**src/sv/sdrc_pkg.sv**
```systemverilog
package sdrc_pkg;

	// Register indexes on the configuration port
	localparam logic [2:0] CFG_THRESH  = 3'd0;
	localparam logic [2:0] CFG_SLOPE   = 3'd1;
	localparam logic [2:0] CFG_ATTACK  = 3'd2;
	localparam logic [2:0] CFG_RELEASE = 3'd3;
	localparam logic [2:0] CFG_VOLUME  = 3'd4;
	localparam logic [2:0] CFG_SMOOTH  = 3'd5;

	localparam int CFG_DATA_W = 24;

	// Reset values of the registers and of the state
	localparam logic [21:0] RST_THRESH  = 22'h3F0000;
	localparam logic [15:0] RST_SLOPE   = 16'd32768;
	localparam logic [23:0] RST_ATTACK  = 24'd16700000;
	localparam logic [23:0] RST_RELEASE = 24'd65600;
	localparam logic [23:0] RST_VOLUME  = 24'd1048576;
	localparam logic [23:0] RST_SMOOTH  = 24'd21945;
	localparam logic [24:0] GAIN_ONE    = 25'h1000000;

	// Depth of the queue between front and back
	localparam int QDEPTH = 2;

	typedef enum logic [3:0] {
		ST_IDLE,
		ST_SM1,
		ST_SM2,
		ST_SQRT,
		ST_LEVEL,
		ST_NORM,
		ST_LOG,
		ST_DIFF,
		ST_EXP,
		ST_TARGET,
		ST_GAIN,
		ST_VOL,
		ST_SCL_L,
		ST_SCL_R,
		ST_DONE
	} st_t;

	// Factors 2^(-2^-k), k = 1..16, in Q1.30, made by repeated integer square roots from 0.5.
	typedef logic [29:0] exp_tab_t [16];

	function automatic exp_tab_t exp_roots();
		exp_tab_t t;
		logic [63:0] w;
		logic [63:0] x;
		logic [63:0] res;
		logic [63:0] bv;
		w = 64'd1 << 29;
		for (int k = 0; k < 16; k++) begin
			x = w << 30;
			res = 64'd0;
			for (int i = 31; i >= 0; i--) begin
				bv = 64'd1 << (2 * i);
				if (x >= res + bv) begin
					x = x - (res + bv);
					res = (res >> 1) + bv;
				end else begin
					res = res >> 1;
				end
			end
			w = res;
			t[k] = w[29:0];
		end
		return t;
	endfunction

	localparam exp_tab_t EXP_W = exp_roots();

endpackage

```
**src/sv/stereo_dynamic_range_compressor.sv**
```systemverilog
// Stereo feed-forward compressor with a peak detector. Each input transaction carries one
// stereo sample pair and yields exactly one output transaction with both scaled, saturated
// samples and the gain before volume. A front end takes in pairs, finds their peak
// magnitude and places them in a two-entry queue, so two further pairs can be taken while
// the back end works. The back end is a sequencer around one shared 32 by 32 multiplier;
// for each pair, from taking it off the queue to being ready for the next, it runs 32 steps
// of the bit-serial square root of the smoothed peak, one to 32 steps to normalise the level
// before the logarithm (one per normalising shift, up to 31 for the quietest level, plus
// one), 16 squaring steps for the logarithm and, only when the level is above the threshold,
// 16 product steps and one shift for the power of two. Loud pairs below the threshold take
// the fewest cycles, quiet ones above it the most. Coefficients are to be written through a
// simple write port while the block is idle; the block does not enforce it. No read-back.
module stereo_dynamic_range_compressor #(
	parameter int SAMPLE_WIDTH = 24
) (
	input  logic                                 clk,
	input  logic                                 arst_n,
	input  logic                                 cfg_wr_en,
	input  logic [2:0]                           cfg_index,
	input  logic [sdrc_pkg::CFG_DATA_W-1:0]      cfg_data,
	input  logic                                 in_valid,
	output logic                                 in_ready,
	input  logic signed [SAMPLE_WIDTH-1:0]       left_in,
	input  logic signed [SAMPLE_WIDTH-1:0]       right_in,
	output logic                                 out_valid,
	input  logic                                 out_ready,
	output logic signed [SAMPLE_WIDTH-1:0]       left_out,
	output logic signed [SAMPLE_WIDTH-1:0]       right_out,
	output logic [24:0]                          gain_level
);
	import sdrc_pkg::*;

	// Coefficient registers, all precomputed by software.
	logic [21:0] thresh_q;
	logic [15:0] slope_q;
	logic [23:0] attack_q;
	logic [23:0] release_q;
	logic [23:0] volume_q;
	logic [23:0] smooth_q;

	// Queue interface between the front end and the sequencer.
	logic                          q_pop;
	logic                          q_avail;
	logic signed [SAMPLE_WIDTH-1:0] q_left;
	logic signed [SAMPLE_WIDTH-1:0] q_right;
	logic [31:0]                   q_peak;

	// Writes to an index beyond the register list are ignored.
	always_ff @(posedge clk or negedge arst_n) begin
		if (!arst_n) begin
			thresh_q  <= RST_THRESH;
			slope_q   <= RST_SLOPE;
			attack_q  <= RST_ATTACK;
			release_q <= RST_RELEASE;
			volume_q  <= RST_VOLUME;
			smooth_q  <= RST_SMOOTH;
		end else if (cfg_wr_en) begin
			case (cfg_index)
				CFG_THRESH:  thresh_q  <= cfg_data[21:0];
				CFG_SLOPE:   slope_q   <= cfg_data[15:0];
				CFG_ATTACK:  attack_q  <= cfg_data;
				CFG_RELEASE: release_q <= cfg_data;
				CFG_VOLUME:  volume_q  <= cfg_data;
				CFG_SMOOTH:  smooth_q  <= cfg_data;
				default: ;
			endcase
		end
	end

	// The front end takes a transaction whenever the queue has room.
	sdrc_front #(
		.SW(SAMPLE_WIDTH)
	) u_front (
		.clk      (clk),
		.arst_n   (arst_n),
		.in_valid (in_valid),
		.in_ready (in_ready),
		.left_in  (left_in),
		.right_in (right_in),
		.pop      (q_pop),
		.avail    (q_avail),
		.q_left   (q_left),
		.q_right  (q_right),
		.q_peak   (q_peak)
	);

	// The back end runs detector, gain computer and scaling, and holds the result in an
	// output register until the output transaction completes.
	sdrc_back #(
		.SW(SAMPLE_WIDTH)
	) u_back (
		.clk        (clk),
		.arst_n     (arst_n),
		.avail      (q_avail),
		.pop        (q_pop),
		.q_left     (q_left),
		.q_right    (q_right),
		.q_peak     (q_peak),
		.thresh     (thresh_q),
		.slope      (slope_q),
		.attack     (attack_q),
		.rel        (release_q),
		.volume     (volume_q),
		.smooth     (smooth_q),
		.out_valid  (out_valid),
		.out_ready  (out_ready),
		.left_out   (left_out),
		.right_out  (right_out),
		.gain_level (gain_level)
	);

	// The sequencer only takes an entry that the queue really holds.
	a_pop_avail: assert property (@(posedge clk) disable iff (!arst_n)
		q_pop |-> q_avail)
		else $error("queue popped while empty");

	// The applied gain never exceeds unity, since rises are clamped at the target.
	a_gain_max: assert property (@(posedge clk) disable iff (!arst_n)
		out_valid |-> (gain_level <= GAIN_ONE))
		else $error("gain above unity");

	// A full queue must stop the input side.
	a_full_stall: assert property (@(posedge clk) disable iff (!arst_n)
		(in_valid && in_ready && !q_pop && q_avail) |=> !in_ready)
		else $error("queue overfilled");

endmodule

```
**src/sv/sdrc_front.sv**
```systemverilog
module sdrc_front #(
	parameter int SW = 24
) (
	input  logic                 clk,
	input  logic                 arst_n,
	input  logic                 in_valid,
	output logic                 in_ready,
	input  logic signed [SW-1:0] left_in,
	input  logic signed [SW-1:0] right_in,
	input  logic                 pop,
	output logic                 avail,
	output logic signed [SW-1:0] q_left,
	output logic signed [SW-1:0] q_right,
	output logic [31:0]          q_peak
);
	import sdrc_pkg::*;

	localparam int PW = $clog2(QDEPTH);

	logic signed [SW-1:0] left_q  [QDEPTH];
	logic signed [SW-1:0] right_q [QDEPTH];
	logic [31:0]          peak_q  [QDEPTH];
	logic [PW-1:0]        wr_ptr_q;
	logic [PW-1:0]        rd_ptr_q;
	logic [PW:0]          count_q;
	logic [SW-1:0]        mag_l;
	logic [SW-1:0]        mag_r;
	logic [31:0]          peak;
	logic                 push;

	// Peak magnitude of the pair, aligned to Q1.31.
	assign mag_l = left_in[SW-1]  ? SW'(-left_in)  : SW'(left_in);
	assign mag_r = right_in[SW-1] ? SW'(-right_in) : SW'(right_in);
	assign peak  = 32'((mag_l > mag_r) ? mag_l : mag_r) << (32 - SW);

	assign in_ready = (count_q != (PW+1)'(QDEPTH));
	assign push     = in_valid && in_ready;
	assign avail    = (count_q != '0);
	assign q_left   = left_q[rd_ptr_q];
	assign q_right  = right_q[rd_ptr_q];
	assign q_peak   = peak_q[rd_ptr_q];

	always_ff @(posedge clk) begin
		if (push) begin
			left_q[wr_ptr_q]  <= left_in;
			right_q[wr_ptr_q] <= right_in;
			peak_q[wr_ptr_q]  <= peak;
		end
	end

	always_ff @(posedge clk or negedge arst_n) begin
		if (!arst_n) begin
			wr_ptr_q <= '0;
			rd_ptr_q <= '0;
			count_q  <= '0;
		end else begin
			if (push)
				wr_ptr_q <= PW'(wr_ptr_q + 1'b1);
			if (pop)
				rd_ptr_q <= PW'(rd_ptr_q + 1'b1);
			if (push && !pop)
				count_q <= count_q + 1'b1;
			else if (pop && !push)
				count_q <= count_q - 1'b1;
		end
	end

endmodule

```
**src/sv/sdrc_back.sv**
```systemverilog
module sdrc_back #(
	parameter int SW = 24
) (
	input  logic                 clk,
	input  logic                 arst_n,
	input  logic                 avail,
	output logic                 pop,
	input  logic signed [SW-1:0] q_left,
	input  logic signed [SW-1:0] q_right,
	input  logic [31:0]          q_peak,
	input  logic [21:0]          thresh,
	input  logic [15:0]          slope,
	input  logic [23:0]          attack,
	input  logic [23:0]          rel,
	input  logic [23:0]          volume,
	input  logic [23:0]          smooth,
	output logic                 out_valid,
	input  logic                 out_ready,
	output logic signed [SW-1:0] left_out,
	output logic signed [SW-1:0] right_out,
	output logic [24:0]          gain_level
);
	import sdrc_pkg::*;

	localparam logic [63:0] MAXP = (64'd1 << (SW - 1)) - 64'd1;

	st_t st_q, st_d;

	logic signed [SW-1:0] lx_q, rx_q, yl_q, yr_q;
	logic signed [SW-1:0] lo_q, ro_q;
	logic [31:0] p_q, ls_q, lv_q;
	logic [63:0] t_q, sx_q, res_q;
	logic [4:0]  cnt_q, n_q;
	logic [15:0] frac_q;
	logic [22:0] e_q;
	logic [30:0] acc_q;
	logic [24:0] tgt_q, gain_q, gv_q, go_q;
	logic        ov_q;

	logic [31:0] mul_a, mul_b;
	logic [63:0] prod;
	logic [63:0] sum_sm, ls_new64;
	logic [63:0] bitv, trial;
	logic [31:0] root, level;
	logic [31:0] sq;
	logic [5:0]  ip6;
	logic signed [21:0] lg, th;
	logic [22:0] diff;
	logic [6:0]  ip;
	logic [7:0]  shamt;
	logic        falling;
	logic [24:0] g_f;
	logic [32:0] g_r;
	logic [24:0] g_new;
	logic [SW-1:0] mag_l, mag_r;
	logic        out_free;

	function automatic logic [SW-1:0] sat(input logic neg, input logic [63:0] r);
		logic [SW-1:0] y;
		if (neg)
			y = (r > MAXP + 64'd1) ? SW'(MAXP + 64'd1) : SW'(64'd0 - r);
		else
			y = (r > MAXP) ? SW'(MAXP) : SW'(r);
		return y;
	endfunction

	assign mag_l = lx_q[SW-1] ? SW'(-lx_q) : SW'(lx_q);
	assign mag_r = rx_q[SW-1] ? SW'(-rx_q) : SW'(rx_q);

	assign falling = gain_q > tgt_q;

	// One shared multiplier; operands chosen by the step in progress.
	always_comb begin
		mul_a = '0;
		mul_b = '0;
		case (st_q)
			ST_SM1: begin
				mul_a = p_q;
				mul_b = 32'(smooth);
			end
			ST_SM2: begin
				mul_a = ls_q;
				mul_b = 32'(25'h1000000 - 25'(smooth));
			end
			ST_LOG: begin
				mul_a = lv_q;
				mul_b = lv_q;
			end
			ST_DIFF: begin
				mul_a = 32'(diff);
				mul_b = 32'(slope);
			end
			ST_EXP: begin
				mul_a = 32'(acc_q);
				mul_b = 32'(EXP_W[~cnt_q[3:0]]);
			end
			ST_GAIN: begin
				mul_a = 32'(gain_q);
				mul_b = falling ? 32'(attack) : 32'(rel);
			end
			ST_VOL: begin
				mul_a = 32'(gain_q);
				mul_b = 32'(volume);
			end
			ST_SCL_L: begin
				mul_a = 32'(mag_l);
				mul_b = 32'(gv_q);
			end
			ST_SCL_R: begin
				mul_a = 32'(mag_r);
				mul_b = 32'(gv_q);
			end
			default: begin
				mul_a = '0;
				mul_b = '0;
			end
		endcase
	end

	assign prod     = 64'(mul_a) * 64'(mul_b);
	assign sum_sm   = t_q + prod;
	assign ls_new64 = sum_sm >> 24;

	assign bitv  = 64'd1 << {cnt_q, 1'b0};
	assign trial = res_q + bitv;

	assign root  = res_q[31:0];
	assign level = (root > p_q) ? ((root == '0) ? 32'd1 : root)
	                            : ((p_q == '0) ? 32'd1 : p_q);

	assign sq = prod[61:30];

	assign ip6  = {1'b0, n_q} - 6'd31;
	assign lg   = signed'({ip6, frac_q});
	assign th   = signed'(thresh);
	assign diff = 23'({lg[21], lg}) - 23'({th[21], th});

	assign ip    = e_q[22:16];
	assign shamt = 8'd6 + {1'b0, ip};

	assign g_f   = prod[48:24];
	assign g_r   = prod[48:16];
	assign g_new = falling ? ((g_f > tgt_q) ? g_f : tgt_q)
	                       : ((g_r < 33'(tgt_q)) ? 25'(g_r) : tgt_q);

	assign out_free = !ov_q || out_ready;

	always_comb begin
		st_d = st_q;
		pop  = 1'b0;
		case (st_q)
			ST_IDLE: begin
				if (avail) begin
					pop  = 1'b1;
					st_d = ST_SM1;
				end
			end
			ST_SM1:    st_d = ST_SM2;
			ST_SM2:    st_d = ST_SQRT;
			ST_SQRT:   if (cnt_q == '0) st_d = ST_LEVEL;
			ST_LEVEL:  st_d = ST_NORM;
			ST_NORM:   if (lv_q[31]) st_d = ST_LOG;
			ST_LOG:    if (cnt_q == '0) st_d = ST_DIFF;
			ST_DIFF:   st_d = (lg > th) ? ST_EXP : ST_GAIN;
			ST_EXP:    if (cnt_q == '0) st_d = ST_TARGET;
			ST_TARGET: st_d = ST_GAIN;
			ST_GAIN:   st_d = ST_VOL;
			ST_VOL:    st_d = ST_SCL_L;
			ST_SCL_L:  st_d = ST_SCL_R;
			ST_SCL_R:  st_d = ST_DONE;
			ST_DONE:   if (out_free) st_d = ST_IDLE;
			default:   st_d = ST_IDLE;
		endcase
	end

	always_ff @(posedge clk or negedge arst_n) begin
		if (!arst_n)
			st_q <= ST_IDLE;
		else
			st_q <= st_d;
	end

	// Persistent state and the output handshake
	always_ff @(posedge clk or negedge arst_n) begin
		if (!arst_n) begin
			ls_q   <= '0;
			gain_q <= GAIN_ONE;
			ov_q   <= 1'b0;
		end else begin
			if (st_q == ST_SM2)
				ls_q <= ls_new64[31:0];
			if (st_q == ST_GAIN)
				gain_q <= g_new;
			if (st_q == ST_DONE && out_free)
				ov_q <= 1'b1;
			else if (out_ready)
				ov_q <= 1'b0;
		end
	end

	// Working registers of the sequencer
	always_ff @(posedge clk) begin
		case (st_q)
			ST_IDLE: begin
				lx_q <= q_left;
				rx_q <= q_right;
				p_q  <= q_peak;
			end
			ST_SM1: t_q <= prod;
			ST_SM2: begin
				sx_q  <= 64'(ls_new64[31:0]) << 31;
				res_q <= '0;
				cnt_q <= 5'd31;
			end
			ST_SQRT: begin
				if (sx_q >= trial) begin
					sx_q  <= sx_q - trial;
					res_q <= (res_q >> 1) + bitv;
				end else begin
					res_q <= res_q >> 1;
				end
				cnt_q <= cnt_q - 1'b1;
			end
			ST_LEVEL: begin
				lv_q <= level;
				n_q  <= 5'd31;
			end
			ST_NORM: begin
				if (lv_q[31]) begin
					lv_q   <= {1'b0, lv_q[31:1]};
					cnt_q  <= 5'd15;
					frac_q <= '0;
				end else begin
					lv_q <= {lv_q[30:0], 1'b0};
					n_q  <= n_q - 1'b1;
				end
			end
			ST_LOG: begin
				lv_q   <= sq[31] ? {1'b0, sq[31:1]} : sq;
				frac_q <= {frac_q[14:0], sq[31]};
				cnt_q  <= cnt_q - 1'b1;
			end
			ST_DIFF: begin
				e_q   <= prod[38:16];
				acc_q <= 31'h40000000;
				cnt_q <= 5'd15;
				tgt_q <= GAIN_ONE;
			end
			ST_EXP: begin
				if (e_q[cnt_q[3:0]])
					acc_q <= prod[60:30];
				cnt_q <= cnt_q - 1'b1;
			end
			ST_TARGET: tgt_q <= (ip >= 7'd40) ? '0 : 25'(acc_q >> shamt);
			ST_VOL:    gv_q  <= prod[48:24];
			ST_SCL_L:  yl_q  <= sat(lx_q[SW-1], prod >> 20);
			ST_SCL_R:  yr_q  <= sat(rx_q[SW-1], prod >> 20);
			ST_DONE: begin
				if (out_free) begin
					lo_q <= yl_q;
					ro_q <= yr_q;
					go_q <= gain_q;
				end
			end
			default: ;
		endcase
	end

	assign out_valid  = ov_q;
	assign left_out   = lo_q;
	assign right_out  = ro_q;
	assign gain_level = go_q;

endmodule
```
**config.mk**
```make
export PLATFORM = sky130hd
export DESIGN_NAME = stereo_dynamic_range_compressor
export DESIGN_NICKNAME = d
export VERILOG_FILES = /design/src/sv/sdrc_pkg.sv /design/src/sv/stereo_dynamic_range_compressor.sv /design/src/sv/sdrc_front.sv /design/src/sv/sdrc_back.sv
export SDC_FILE = /design/constraint.sdc
export NUM_CORES = 2
export LEC_CHECK = 0
export BUFFER_PORTS_ARGS = -buffer_cell sky130_fd_sc_hd__buf_4
export CAP_MARGIN = 5
export CORE_MARGIN = 2
export CORE_UTILIZATION = 47
export DETAILED_ROUTE_END_ITERATION = 7
export HOLD_SLACK_MARGIN = 0.12
export PLACE_DENSITY = 0.64
export SKIP_CTS_REPAIR_TIMING = 1
export SLEW_MARGIN = 10
export SYNTH_ARGS = -nofsm -noshare
export SYNTH_HDL_FRONTEND = slang
export SYNTH_SLANG_ARGS = --single-unit
```
**constraint.sdc**
```tcl
create_clock -name clk -period 28.3 [get_ports clk]
set_input_delay 1.415 -clock clk [delete_from_list [all_inputs] [get_ports clk]]
set_output_delay 1.415 -clock clk [all_outputs]
set_load 0.02 [all_outputs]
```
==> impl_metrics.sql <==
INSERT INTO impl_metrics (metric_group, metric, value, unit) VALUES
('status', 'status', 'complete, but fails checks', ''),
('status', 'violations', 'DRC', ''),
('finish', 'layout-drive-gt1-share', '10.11', '%'),
('worst_setup_path', 'cp.required', '28920', 'ps'),
('die', 'dieArea', '0.1928', 'mm^2'),
('min_path', 'min-delay-start', 'u_back.yr_q[4]', ''),
('timing', 'worstMarginPinSlew', '1380', 'ps'),
('logic_synthesis', 'synth_enable_flop_cells', '683', ''),
('logic_synthesis', 'largest_family_of_logic_cells_by_synthesized_area', 'adder cells', ''),
('place', 'place.port_buffers', '154', ''),
('worst_setup_path', 'crit_path_end_kind', 'flip-flop', ''),
('worst_setup_path', 'r2r_setup_slack', '12260', 'ps'),
('logic_synthesis', 'synthesis.area_per_instance', '9.526', 'um^2'),
('grt', 'first_global_vias', '74180', ''),
('timing', 'final.setup.tns', '0', 'ps'),
('min_path', 'worst_hold_path_type', 'reg2reg', ''),
('min_path', 'timing.hold.worst_path_depth', '0', ''),
('logic_synthesis', 'synth_adder_area_share', '28.79', '%'),
('logic_synthesis', 'synth.largest_area_cell', 'sky130_fd_sc_hd__edfxtp_1', ''),
('detailed_routing', 'wirelength', '363800', 'um'),
('min_path', 'min_delay_worst_endpoint', 'u_back.right_out[4]', ''),
('grt', 'grt_max_degree', '80', ''),
('clock_network', 'clkSinkCount', '883', ''),
('clock_network', 'clk_root_buffer_cell', 'sky130_fd_sc_hd__clkbuf_16', ''),
('die', 'placeable_area', '0.1880', 'mm^2'),
('clock_network', 'clkTransAtPathRegs', '70', 'ps'),
('logic_synthesis', 'synth_cells', '9339', ''),
('die', 'boundaryPins', '155', ''),
('grt', 'track_usage', '37.60', '%'),
('logic_synthesis', 'synth.area.mux_share', '4.072', '%'),
('detailed_routing', 'total_via_count_after_detailed_routing', '75480', ''),
('finish', 'area_delta_synth_final', '9.215', '%'),
('die', 'die_h', '439.1', 'um'),
('worst_setup_path', 'path_class', 'reg2reg', ''),
('worst_setup_path', 'crit_arrival', '16650', 'ps'),
('logic_synthesis', 'synth_area_leaders', 'sky130_fd_sc_hd__edfxtp_1 (23%), sky130_fd_sc_hd__fa_1 (20%), sky130_fd_sc_hd__ha_1 (8.6%)', ''),
('timing', 'max_clock_freq', '0.06235', 'GHz'),
('grt', 'grt_overflow_total', '0', ''),
('logic_synthesis', 'synthXorXnorAreaFrac', '3.786', '%'),
('finish', 'fin_nets', '10910', ''),
('logic_synthesis', 'mappedNetlistArea', '0.08896', 'mm^2'),
('clock_network', 'cts_tree', 'done', ''),
('worst_setup_path', 'worst_r2r_startpoint', 'u_back.st_q[2]', ''),
('detailed_routing', 'routed_via_density', '6.329', ''),
('clock_network', 'cts.htree.levels', '3', ''),
('worst_setup_path', 'reg2regPathDepth', '48', ''),
('logic_synthesis', 'synthesis.yosys.warnings', '0', ''),
('timing', 'fin_worst_skew', '36.89', 'ps'),
('logic_synthesis', 'syn_nets', '10930', ''),
('worst_setup_path', 'critical-path-slowest-cell', 'sky130_fd_sc_hd__nor2b_1', ''),
('place', 'routabilityCongestion', '1.066', ''),
('place', 'place_hpwl', '279000', 'um'),
('detailed_routing', 'drt-initial-drc-count', '9515', ''),
('detailed_routing', 'drt.antenna.violating_nets', '0', ''),
('detailed_routing', 'route.detailed.drc', '64', ''),
('timing', 'hold_violation_total_from_the_final_report', '0', ''),
('timing', 'grt_setup_unrepaired', 'false', ''),
('logic_synthesis', 'synthDistinctLibCells', '107', ''),
('logic_synthesis', 'synth.ff_latch_count', '883', ''),
('logic_synthesis', 'post_synth_and_or_nand_nor_area_fraction', '14.20', '%'),
('clock_network', 'cts_buffers', '102', ''),
('grt', 'grt_first_pass_wirelength', '525200', 'um'),
('logic_synthesis', 'synth.top_cell.area_share', '23.05', '%'),
('worst_setup_path', 'cp_max_fo', '51', ''),
('detailed_routing', 'wire_per_inst', '30.51', 'um'),
('grt', 'grt_antenna_before_repair', '42', ''),
('timing', 'setup_ws', '12260', 'ps'),
('worst_setup_path', 'cpPeakStageDelay', '980', 'ps'),
('timing', 'maxSlewHeadroom', '7.032', '%'),
('finish', 'n_fill_cell', '17170', ''),
('timing', 'report.final.slew_viol_count', '0', '');
how the worst max path moves through the flow:
| stage | startpoint | end | slack, ps | cells past startpoint |
|---|---|---|---|---|
| 6_report | u_back.st_q[2] | u_back.gain_q[3] | 12260 | 48 |
| 5_1_grt | u_back.st_q[2] | u_back.gain_q[3] | 11880 | 46 |
| 4_1_cts | u_back.st_q[2] | u_back.gain_q[3] | 12720 | 46 |
| 3_5_place_dp | u_back.st_q[2] | u_back.sx_q[44] | 12750 | 43 |
| 3_3_place_gp | u_back.st_q[2] | u_back.sx_q[44] | 12840 | 43 |
| 2_1_floorplan | u_back.st_q[3] | u_back.gain_q[17] | 15120 | 45 |
layout make-up:
class                           count  area (um^2)  area share [%]
Antenna cell                       19        47.55         0.04894
Clock buffer                      116         2679           2.757
Clock inverter                     75        945.9          0.9735
Inverter                         1119         4200           4.323
Multi-Input combinational cell   6849        57820           59.51
Sequential cell                   883        25560           26.30
Tap cell                         2495         3122           3.213
Timing Repair Buffer              370         2785           2.867
routing by layer:
metal | GRT usage (%) | wire [um]
met1 | 50.24 | 142000
met2 | 53.23 | 149800
met3 | 12.51 | 46730
met5 | 0 | 141
met4 | 21.44 | 25210
Yosys cell counts, types with 30 or more instances:
library cell / number
sky130_fd_sc_hd__mux2_2: 193
sky130_fd_sc_hd__a21boi_0: 32
sky130_fd_sc_hd__dfstp_2: 33
sky130_fd_sc_hd__o21bai_1: 62
sky130_fd_sc_hd__edfxtp_1: 683
sky130_fd_sc_hd__and3_1: 67
sky130_fd_sc_hd__o211ai_1: 30
sky130_fd_sc_hd__nor4_1: 65
sky130_fd_sc_hd__nand2_1: 1034
sky130_fd_sc_hd__fa_1: 898
sky130_fd_sc_hd__mux2i_1: 111
sky130_fd_sc_hd__o22ai_1: 46
sky130_fd_sc_hd__inv_1: 1116
sky130_fd_sc_hd__xnor2_1: 189
sky130_fd_sc_hd__o221ai_1: 44
sky130_fd_sc_hd__a221oi_1: 33
sky130_fd_sc_hd__buf_1: 33
sky130_fd_sc_hd__nand4_1: 95
sky130_fd_sc_hd__nor2b_1: 60
sky130_fd_sc_hd__xor2_1: 190
sky130_fd_sc_hd__nor2_1: 952
sky130_fd_sc_hd__o21a_1: 49
sky130_fd_sc_hd__ha_1: 610
sky130_fd_sc_hd__a22oi_1: 83
sky130_fd_sc_hd__or2_2: 39
sky130_fd_sc_hd__o31ai_1: 40
sky130_fd_sc_hd__nor3_1: 96
sky130_fd_sc_hd__clkbuf_1: 442
sky130_fd_sc_hd__dfrtp_1: 167
sky130_fd_sc_hd__a211oi_1: 70
sky130_fd_sc_hd__a31oi_1: 98
sky130_fd_sc_hd__o21ai_0: 344
sky130_fd_sc_hd__and2_1: 67
sky130_fd_sc_hd__nand3_1: 135
sky130_fd_sc_hd__a21oi_1: 452
sky130_fd_sc_hd__nand2b_1: 100
sky130_fd_sc_hd__a21o_1: 163
logic make-up (layout without fill, tap and decap cells):
logic type                 count (synthesis)  after routing
other                                      0             19
AOI/OAI and AO/OA                       1819           1819
adders and majority gates               1508           1508
muxes                                    319            319
DFF                                      883            883
xor gates and xnor gates                 382            382
buffers and inverters                   1607           1680
and+or+nand+nor                         2821           2821
flip-flops by register name (all words and copies together) (netlist names), 25 cells and up:
name,cells
u_back.res_q,64
u_back.sx_q,64
u_back.t_q,56
u_front.left_q,48
u_front.peak_q,48
u_front.right_q,48
u_back.ls_q,32
u_back.lv_q,32
u_back.acc_q,31
u_back.gain_level,25
u_back.gain_q,25
u_back.gv_q,25
u_back.tgt_q,25
cells in the final DEF (no fill, tap or decap), drive strengths merged, types with 69 or more instances in the layout:
cell / synthesis / final
nand4: 95 / 95
xor2: 190 / 190
xnor2: 192 / 192
nand2b: 100 / 100
a21oi: 454 / 454
a22oi: 83 / 83
nor2: 952 / 952
dfrtp: 167 / 167
mux2: 193 / 193
ha: 610 / 610
nand3: 138 / 138
nand2: 1034 / 1034
nor4: 69 / 69
nor3: 97 / 97
fa: 898 / 898
buf: 43 / 370
o21ai: 355 / 355
a211oi: 73 / 73
inv: 1119 / 1132
clkbuf: 445 / 116
a21o: 163 / 163
mux2i: 111 / 111
edfxtp: 683 / 683
a31oi: 100 / 100
critical path, delay by kind of cell (launching register included):
kind	cells	cell delay, ps
AO/OA/AOI/OAI	15	3460
XOR/XNOR	1	730
adder cells (fa/ha/maj)	10	4840
buffers and inverters	13	3060
flip-flops	1	630
AND/OR/NAND/NOR	9	3200
through the flow:
stage          cells  hold slack (ps)  util [%]  cell area (um^2)
4_1_cts        11910            414.2     51.65             97100
6_report       11930            414.3     51.68             97160
3_5_place_dp   11720            404.5     49.72             93480
3_3_place_gp   11720            403.2     49.72             93470
5_1_grt        11910            420.7     51.67             97130
2_1_floorplan   9339            400.3         -             88960
Power is not shown: default switching activity piles up to over one toggle a cycle in this logic, so the estimate is an artifact.
